`src/hdl/psfr_pkg.sv`:
```
// Shared types and constants for the particle sensor frame receiver.
// No dependencies; used by every module of the block.
package psfr_pkg;

    localparam int POS_W   = 6;
    localparam int Q_DEPTH = 2;
    localparam int RESP_LAST = 8;

    localparam logic [7:0] HDR_ACTIVE_0 = 8'h42;
    localparam logic [7:0] HDR_ACTIVE_1 = 8'h4D;
    localparam logic [7:0] HDR_RESPONSE = 8'hFF;
    localparam logic [7:0] CMD_QUERY    = 8'h86;

    typedef enum logic [0:0] {
        OP_RX  = 1'b0,
        OP_CMD = 1'b1
    } t_op;

    typedef enum logic [2:0] {
        ST_ACTIVE_OK = 3'd0,
        ST_RESP_OK   = 3'd1,
        ST_HDR_BAD   = 3'd2,
        ST_LEN_BAD   = 3'd3,
        ST_SUM_BAD   = 3'd4
    } t_status;

    typedef struct packed {
        t_status     status;
        logic        show_pm;
        logic [15:0] pm_1_0;
        logic [15:0] pm_2_5;
        logic [15:0] pm_10_0;
    } t_token;

endpackage

```
`src/hdl/psfr_front.sv`:
```
// Front end: accepts transactions, tracks frame position and checksum, classifies frames.
// Depends on psfr_pkg; pushes result tokens into psfr_queue.
module psfr_front #(
    parameter int FRAME_BYTES = 32
) (
    input  logic                 i_clk,
    input  logic                 i_rst_n,
    input  logic                 i_valid,
    output logic                 o_ready,
    input  psfr_pkg::t_op        i_op,
    input  logic [7:0]           i_byte,
    input  logic                 i_gap,
    input  logic                 i_full,
    output logic                 o_push,
    output psfr_pkg::t_token     o_tok
);

    localparam int PW = psfr_pkg::POS_W;
    localparam logic [PW-1:0] LAST     = PW'(FRAME_BYTES - 1);
    localparam logic [PW-1:0] RLAST    = PW'(psfr_pkg::RESP_LAST);
    localparam logic [15:0]   LEN_WORD = 16'(FRAME_BYTES - 4);

    logic [PW-1:0] r_pos, n_pos;
    logic [15:0]   r_sum, n_sum;
    logic          r_mode, n_mode;
    logic [7:0]    r_hold [1:7];
    logic [7:0]    r_prev;

    logic          accept;
    logic          rx;
    logic [PW-1:0] pos;
    logic [15:0]   sum;

    assign o_ready = !i_full;
    assign accept  = i_valid && o_ready;
    assign rx      = accept && (i_op == psfr_pkg::OP_RX);
    assign pos     = i_gap ? '0 : r_pos;
    assign sum     = i_gap ? '0 : r_sum;

    always_comb begin
        n_pos  = r_pos;
        n_sum  = r_sum;
        n_mode = r_mode;
        o_push = 1'b0;
        o_tok.status  = psfr_pkg::ST_HDR_BAD;
        o_tok.show_pm = (r_hold[1] == psfr_pkg::CMD_QUERY);
        o_tok.pm_1_0  = {r_hold[6], r_hold[7]};
        o_tok.pm_2_5  = {r_hold[2], r_hold[3]};
        o_tok.pm_10_0 = {r_hold[4], r_hold[5]};
        if (accept && i_op == psfr_pkg::OP_CMD) begin
            n_pos  = '0;
            n_sum  = '0;
            n_mode = (i_byte == psfr_pkg::CMD_QUERY);
        end else if (rx) begin
            o_push = 1'b1;
            n_pos  = '0;
            n_sum  = '0;
            if (r_mode) begin
                if (pos == '0 && i_byte != psfr_pkg::HDR_RESPONSE) begin
                    o_tok.status = psfr_pkg::ST_HDR_BAD;
                end else if (pos >= RLAST) begin
                    if (i_byte != 8'(8'hFF - sum[7:0])) begin
                        o_tok.status = psfr_pkg::ST_SUM_BAD;
                    end else begin
                        o_tok.status = psfr_pkg::ST_RESP_OK;
                        n_mode       = 1'b0;
                    end
                end else begin
                    o_push = 1'b0;
                end
            end else begin
                if ((pos == PW'(0) && i_byte != psfr_pkg::HDR_ACTIVE_0) ||
                    (pos == PW'(1) && i_byte != psfr_pkg::HDR_ACTIVE_1)) begin
                    o_tok.status = psfr_pkg::ST_HDR_BAD;
                end else if (pos == PW'(3) && {r_hold[2], i_byte} != LEN_WORD) begin
                    o_tok.status = psfr_pkg::ST_LEN_BAD;
                end else if (pos >= LAST) begin
                    o_tok.status = ({r_prev, i_byte} != sum) ?
                                   psfr_pkg::ST_SUM_BAD : psfr_pkg::ST_ACTIVE_OK;
                end else begin
                    o_push = 1'b0;
                end
            end
            if (!o_push) begin
                n_pos = pos + PW'(1);
                n_sum = (pos < LAST - PW'(1)) ? sum + 16'(i_byte) : sum;
            end
        end
    end

    always_ff @(posedge i_clk) begin
        if (!i_rst_n) begin
            r_pos  <= '0;
            r_sum  <= '0;
            r_mode <= 1'b0;
        end else begin
            r_pos  <= n_pos;
            r_sum  <= n_sum;
            r_mode <= n_mode;
        end
    end

    always_ff @(posedge i_clk) begin
        if (rx) begin
            r_prev <= i_byte;
            for (int i = 1; i <= 7; i++) begin
                if (pos == PW'(i)) begin
                    r_hold[i] <= i_byte;
                end
            end
        end
    end

`ifndef SYNTHESIS
    a_pos_range: assert property (@(posedge i_clk) disable iff (!i_rst_n)
        r_pos <= LAST) else $error("frame position past last byte");
    a_resp_pos: assert property (@(posedge i_clk) disable iff (!i_rst_n)
        r_mode |-> r_pos <= RLAST) else $error("response frame position overrun");
    a_push_space: assert property (@(posedge i_clk) disable iff (!i_rst_n)
        o_push |-> !i_full) else $error("push into full queue");
    a_cmd_clears: assert property (@(posedge i_clk) disable iff (!i_rst_n)
        (accept && i_op == psfr_pkg::OP_CMD) |=> (r_pos == '0 && r_sum == '0))
        else $error("command did not restart frame");
`endif

endmodule

```
`src/hdl/psfr_queue.sv`:
```
// Short result token queue between the front end and the output stage.
// Depends on psfr_pkg for the token type and depth.
module psfr_queue (
    input  logic             i_clk,
    input  logic             i_rst_n,
    input  logic             i_push,
    input  psfr_pkg::t_token i_tok,
    output logic             o_full,
    input  logic             i_pop,
    output logic             o_valid,
    output psfr_pkg::t_token o_tok
);

    localparam int AW = $clog2(psfr_pkg::Q_DEPTH);
    localparam int CW = $clog2(psfr_pkg::Q_DEPTH + 1);

    psfr_pkg::t_token r_mem [psfr_pkg::Q_DEPTH];
    logic [AW-1:0]    r_wptr, r_rptr;
    logic [CW-1:0]    r_count;

    assign o_full  = (r_count == CW'(psfr_pkg::Q_DEPTH));
    assign o_valid = (r_count != '0);
    assign o_tok   = r_mem[r_rptr];

    always_ff @(posedge i_clk) begin
        if (!i_rst_n) begin
            r_wptr  <= '0;
            r_rptr  <= '0;
            r_count <= '0;
        end else begin
            if (i_push) begin
                r_wptr <= (r_wptr == AW'(psfr_pkg::Q_DEPTH - 1)) ? '0 : r_wptr + AW'(1);
            end
            if (i_pop) begin
                r_rptr <= (r_rptr == AW'(psfr_pkg::Q_DEPTH - 1)) ? '0 : r_rptr + AW'(1);
            end
            r_count <= r_count + CW'(i_push) - CW'(i_pop);
        end
    end

    always_ff @(posedge i_clk) begin
        if (i_push) begin
            r_mem[r_wptr] <= i_tok;
        end
    end

`ifndef SYNTHESIS
    a_no_overflow: assert property (@(posedge i_clk) disable iff (!i_rst_n)
        r_count <= CW'(psfr_pkg::Q_DEPTH)) else $error("queue count overflow");
    a_no_underflow: assert property (@(posedge i_clk) disable iff (!i_rst_n)
        i_pop |-> o_valid) else $error("pop from empty queue");
    a_no_push_full: assert property (@(posedge i_clk) disable iff (!i_rst_n)
        i_push |-> !o_full) else $error("push into full queue");
`endif

endmodule

```
`src/hdl/psfr_back.sv`:
```
// Output stage: pops result tokens, forms reported values, holds them in an output register.
// Depends on psfr_pkg for token and status types.
module psfr_back (
    input  logic             i_clk,
    input  logic             i_rst_n,
    input  logic             i_q_valid,
    input  psfr_pkg::t_token i_tok,
    output logic             o_pop,
    output logic             o_valid,
    input  logic             i_ready,
    output logic [2:0]       o_status,
    output logic [15:0]      o_pm_1_0,
    output logic [15:0]      o_pm_2_5,
    output logic [15:0]      o_pm_10_0
);

    logic        r_valid;
    logic [2:0]  r_status;
    logic [15:0] r_pm_1_0, r_pm_2_5, r_pm_10_0;
    logic        show;

    assign o_pop = i_q_valid && (!r_valid || i_ready);
    assign show  = (i_tok.status == psfr_pkg::ST_RESP_OK) && i_tok.show_pm;

    always_ff @(posedge i_clk) begin
        if (!i_rst_n) begin
            r_valid <= 1'b0;
        end else if (o_pop) begin
            r_valid <= 1'b1;
        end else if (i_ready) begin
            r_valid <= 1'b0;
        end
    end

    always_ff @(posedge i_clk) begin
        if (o_pop) begin
            r_status  <= i_tok.status;
            r_pm_1_0  <= show ? i_tok.pm_1_0  : 16'd0;
            r_pm_2_5  <= show ? i_tok.pm_2_5  : 16'd0;
            r_pm_10_0 <= show ? i_tok.pm_10_0 : 16'd0;
        end
    end

    assign o_valid   = r_valid;
    assign o_status  = r_status;
    assign o_pm_1_0  = r_pm_1_0;
    assign o_pm_2_5  = r_pm_2_5;
    assign o_pm_10_0 = r_pm_10_0;

endmodule

```
`src/hdl/particle_sensor_frame_receiver_core.sv`:
```
// Top level of the particle sensor frame receiver: front end, result queue, output stage.
// Depends on psfr_pkg, psfr_front, psfr_queue and psfr_back.
//
// Takes one UART byte or sent-command transaction per cycle and validates active frames
// (0x42 0x4D, length, 16-bit sum) or, after a 0x86 query is reported sent, 9-byte response
// frames. Each frame result or rejected byte yields one result transaction; other bytes
// yield none. An input transaction is taken every cycle while the two-entry result queue
// has room; the front end's per-transaction position and checksum update sets that rate.
// Results pass through the queue and then an output register.
module particle_sensor_frame_receiver_core #(
    parameter int FRAME_BYTES = 32
) (
    input  logic        i_clk,
    input  logic        i_rst_n,
    input  logic        i_valid,
    output logic        o_ready,
    input  logic        i_operation,
    input  logic [7:0]  i_rx_byte,
    input  logic        i_gap_expired,
    output logic        o_valid,
    input  logic        i_ready,
    output logic [2:0]  o_status,
    output logic [15:0] o_pm_1_0,
    output logic [15:0] o_pm_2_5,
    output logic [15:0] o_pm_10_0
);

    psfr_pkg::t_token push_tok, pop_tok;
    logic             push, pop, full, q_valid;

    psfr_front #(
        .FRAME_BYTES (FRAME_BYTES)
    ) u_front (
        .i_clk   (i_clk),
        .i_rst_n (i_rst_n),
        .i_valid (i_valid),
        .o_ready (o_ready),
        .i_op    (psfr_pkg::t_op'(i_operation)),
        .i_byte  (i_rx_byte),
        .i_gap   (i_gap_expired),
        .i_full  (full),
        .o_push  (push),
        .o_tok   (push_tok)
    );

    psfr_queue u_queue (
        .i_clk   (i_clk),
        .i_rst_n (i_rst_n),
        .i_push  (push),
        .i_tok   (push_tok),
        .o_full  (full),
        .i_pop   (pop),
        .o_valid (q_valid),
        .o_tok   (pop_tok)
    );

    psfr_back u_back (
        .i_clk     (i_clk),
        .i_rst_n   (i_rst_n),
        .i_q_valid (q_valid),
        .i_tok     (pop_tok),
        .o_pop     (pop),
        .o_valid   (o_valid),
        .i_ready   (i_ready),
        .o_status  (o_status),
        .o_pm_1_0  (o_pm_1_0),
        .o_pm_2_5  (o_pm_2_5),
        .o_pm_10_0 (o_pm_10_0)
    );

endmodule

```
`config.mk`:
```
export PLATFORM = sky130hd
export DESIGN_NAME = particle_sensor_frame_receiver_core
export DESIGN_NICKNAME = d
export VERILOG_FILES = /design/src/hdl/psfr_pkg.sv /design/src/hdl/psfr_front.sv /design/src/hdl/psfr_queue.sv /design/src/hdl/psfr_back.sv /design/src/hdl/particle_sensor_frame_receiver_core.sv
export SDC_FILE = /design/constraint.sdc
export NUM_CORES = 1
export LEC_CHECK = 0
export BUFFER_PORTS_ARGS = -buffer_cell sky130_fd_sc_hd__buf_4
export CAP_MARGIN = 20
export CORE_UTILIZATION = 55
export CTS_BUF_LIST = sky130_fd_sc_hd__clkbuf_2 sky130_fd_sc_hd__clkbuf_4 sky130_fd_sc_hd__clkbuf_8
export CTS_CLUSTER_SIZE = 24
export DETAILED_ROUTE_END_ITERATION = 8
export PLACE_DENSITY = 0.73
export SLEW_MARGIN = 20
export SYNTH_ARGS = -nofsm -noshare
export SYNTH_HDL_FRONTEND = slang
export SYNTH_HIERARCHICAL = 1
export SYNTH_SLANG_ARGS = --single-unit
```
`constraint.sdc`:
```
create_clock -name i_clk -period 18.7 [get_ports i_clk]
set_input_delay 2.805 -clock i_clk [delete_from_list [all_inputs] [get_ports i_clk]]
set_output_delay 2.805 -clock i_clk [all_outputs]
set_load 0.05 [all_outputs]
```
==> impl_metrics.tcl <==
set metrics [dict create \
    status "finished, final reports clean" \
    n_antenna_cell 0 \
    wire_per_inst_um 19.4 \
    synthFlopType "edfxtp_1" \
    synth_edf_count 219 \
    period_share_pct 31.4 \
    fin_setup_tns_ps 0 \
    grt_overflow_total 0 \
    drtAntennaViolNets 0 \
    synth_area_per_cell_um2 14.9 \
    grt_pass1_vias 6269 \
    post_cts_buffers 0 \
    io_buffer_count 66 \
    endpoint_kind "flip-flop" \
    max-vdd-ir-drop_mv 0.0597 \
    coreArea_um2 18900 \
    fmax_mhz 170 \
    layout.nets 823 \
    grt_first_pass_wirelength_um 32800 \
    switching_power_w 0.000467 \
    clk_transition_reported_paths_ps 60 \
    io_pins 67 \
    finalCriticalPeriod_ps 5870 \
    slew_violations 0 \
    chipHeight_um 141 \
    maxSlewHeadroom_pct 35.7 \
    worstHoldPathType "reg -> reg" \
    worstSetupPathType "in -> reg" \
    worstMarginPinSlew_ps 965 \
    synthesis.nets 744 \
    comb_power_share_pct 25.7 \
    utilization_pct 64.0 \
    drv_cap 0 \
    num_vias 6297 \
    clockRootBuffer "clkbuf_8" \
    setup_viol 0 \
    floorplan.initialDensity_pct 56.6 \
    via_per_inst 5.79 \
    drive_gt1_share_pct 27.1 \
    p_sw_share_pct 30.5 \
    cts_buffer_depth 3 \
    hold_buffers 0 \
    clock_latency_ps 520 \
    track_usage_pct 21.6 \
    skew_ps 11.6 \
    clock-sinks 248 \
    path_max_fanout 53 \
    clock_power_share_pct 29.1 \
    syn2layout_area_growth_pct 13.1 \
    ys_ff_latch 248 \
    timing_hold_violations_final 0 \
    arrival_ps 6020 \
    synth_top_area_cell "edfxtp_1" \
    power_density_nw_per_um2 127 \
    synth_top_area_share_pct 61.5 \
    rows 50 \
    wirelength_um 21100 \
    synth.yosys.seq_area_share_pct 66.9 \
    first_iter_violations 393 \
    ys_async_sr_fraction_pct 0 \
    p_seq_share_pct 45.3 \
    die_area_um2 20000 \
    synth_warnings 6 \
    hpwl_um 13000 \
    tritoncts "yes" \
    cts_resized 0 \
    netlist-cell-type-count 79 \
    htreeDepth 2 \
    drc_errors 0 \
    drt-pass1-iter-count 5 \
    die_x_um 141 \
    start_kind "input pin" \
    antenna_found_initial 0 \
    grt_start_max_net_pins 54 \
    place.gp.congestion 0.928 \
    synthCells 720 \
    p_int_w 0.00106 \
    rsz0062_at_grt "no" \
    p_leak_nw 4.25 \
    worst_ep_required_time_ps 18850 \
    ys_top_cells_by_area "edfxtp_1 (61%), mux2_4 (7.0%), dfxtp_1 (5.4%)" \
    syn_area_um2 10700 \
    cts_buffers 39 \
]
==> Yosys cell counts, drive strengths merged (4+ instances only) <==
cell,number
clkbuf,19
nor4,4
or4,6
o41ai,5
a31oi,12
ha,10
dfxtp,29
and3,4
a211oi,4
nand3,12
o21ai,13
xnor2,10
nor4bb,5
nand2,30
or3,4
xor2,5
nand4,4
or2,4
and2,56
nor3,28
mux2,52
edfxtp,219
nor2,36
nand2b,4
o22ai,9
o211ai,5
inv,18
nor2b,16
a21oi,17
a2111oi,4
o2111ai,6
buf,17
==> cells in the final DEF (no fill, tap or decap), types with 4 or more instances in the layout <==
cell type  netlist  routed
a211oi_1         4       4
a21oi_1         17      17
a31oi_1         12      12
and2_1          41      40
and2_2          15      16
and3_1           4       4
buf_4            1      74
clkbuf_4         0      19
clkbuf_8         0      40
clkinv_1         1       9
dfxtp_1         29      28
edfxtp_1       219     219
ha_1            10      10
inv_1           18      18
mux2_4          50      50
nand2_1         30      30
nand3_1         12      12
nand4_1          4       4
nor2_1          35      35
nor2b_1         16      14
nor3_1          26      26
nor4bb_1         5       5
o2111ai_1        6       6
o211ai_1         4       4
o21ai_0          9       9
o21ai_1          4       4
o22ai_1          9       9
o41ai_1          4       4
or2_2            4       4
or3_1            4       4
or4_1            5       5
xnor2_1         10      10
xor2_1           5       5
==> power by group through the flow <==
stage | logic [W] | clock network (W) | registers (W)
3_5_place_dp | 0.000397 | 0 | 0.000706
4_1_cts | 0.000399 | 0.000457 | 0.000695
5_1_grt | 0.000414 | 0.000481 | 0.000699
3_3_place_gp | 0.000391 | 0 | 0.000702
6_report | 0.000393 | 0.000446 | 0.000693
2_1_floorplan | 0.000174 | 0 | 0.000848
==> state kept, by name, summed over array words and instances, names as in the netlist, 2 cells and up, named ones only <==
| signal | count |
|---|---|
| u_back/o_pm_1_0 | 16 |
| u_back/o_pm_2_5 | 16 |
| u_back/o_status | 3 |
| u_queue/r_count | 2 |
| u_front/r_hold | 56 |
| u_front/r_sum | 16 |
| u_front/r_pos | 6 |
| u_back/o_pm_10_0 | 16 |
| u_front/r_prev | 8 |
| u_queue/r_mem | 104 |
==> layout make-up <==
type / count / area [um^2]
Inverter: 19 / 71.3
Multi-Input combinational cell: 417 / 3220
Sequential cell: 248 / 7160
Tap cell: 260 / 325
Clock inverter: 11 / 76.3
Fill cell: 1380 / 6790
Clock buffer: 59 / 693
Timing Repair Buffer: 74 / 556
==> critical path: stages <==
cell and delay [ps]:
buf_4 400, clkinv_1 430, nand2_1 260, ha_1 220
inv_1 70, a41oi_1 180, o21ai_1 130, a31oi_1 250
buf_4 260, and2_1 220, nor2b_4 150, buf_4 570
==> logic make-up after synthesis <==
logic type | after synthesis | share of synthesized area, %
DFF | 248 | 66.9
and+or+nand+nor | 222 | 12.0
xor gates and xnor gates | 16 | 1.44
muxes | 52 | 7.23
AOI/OAI and AO/OA | 117 | 8.08
buffers and inverters | 55 | 3.15
adders and majority gates | 10 | 1.17
==> per-layer routing <==
metal	wire, um	up-vias	part of all wire, %	GRT usage (%)
met3	1270	59	6.0	4.18
met1	8880	3038	42	27.4
met2	10200	264	49	35.6
met4	703	0	3.3	11.0
li1	-	2936	-	-
met5	0	-	0	0
==> path summary, 6_finish.rpt <==
check,from,to,slack (ps),depth (start not counted)
worst max-delay path,i_gap_expired,u_queue/r_mem[0][4],12830,12
worst min-delay path,u_front/r_hold[5][3],u_queue/r_mem[0][3],440,0
worst max register to register,u_queue/r_count[1],u_queue/r_mem[0][4],15100,7
worst min register to register,u_front/r_hold[5][3],u_queue/r_mem[0][3],440,0
==> through the flow <==
stage	instances	total power [W]	hold slack, ps	setup WS [ps]	cell area [um^2]
global route	1088	0.00159	456	12600	12100
CTS	1088	0.00155	441	12910	12100
floorplan	720	0.00102	421	10640	10700
detailed placement	1018	0.00110	429	12420	11300
finish	1088	0.00153	443	12830	12100
global placement	1018	0.00109	423	12600	11300
Note: power is estimated with default switching activity, not from simulation.
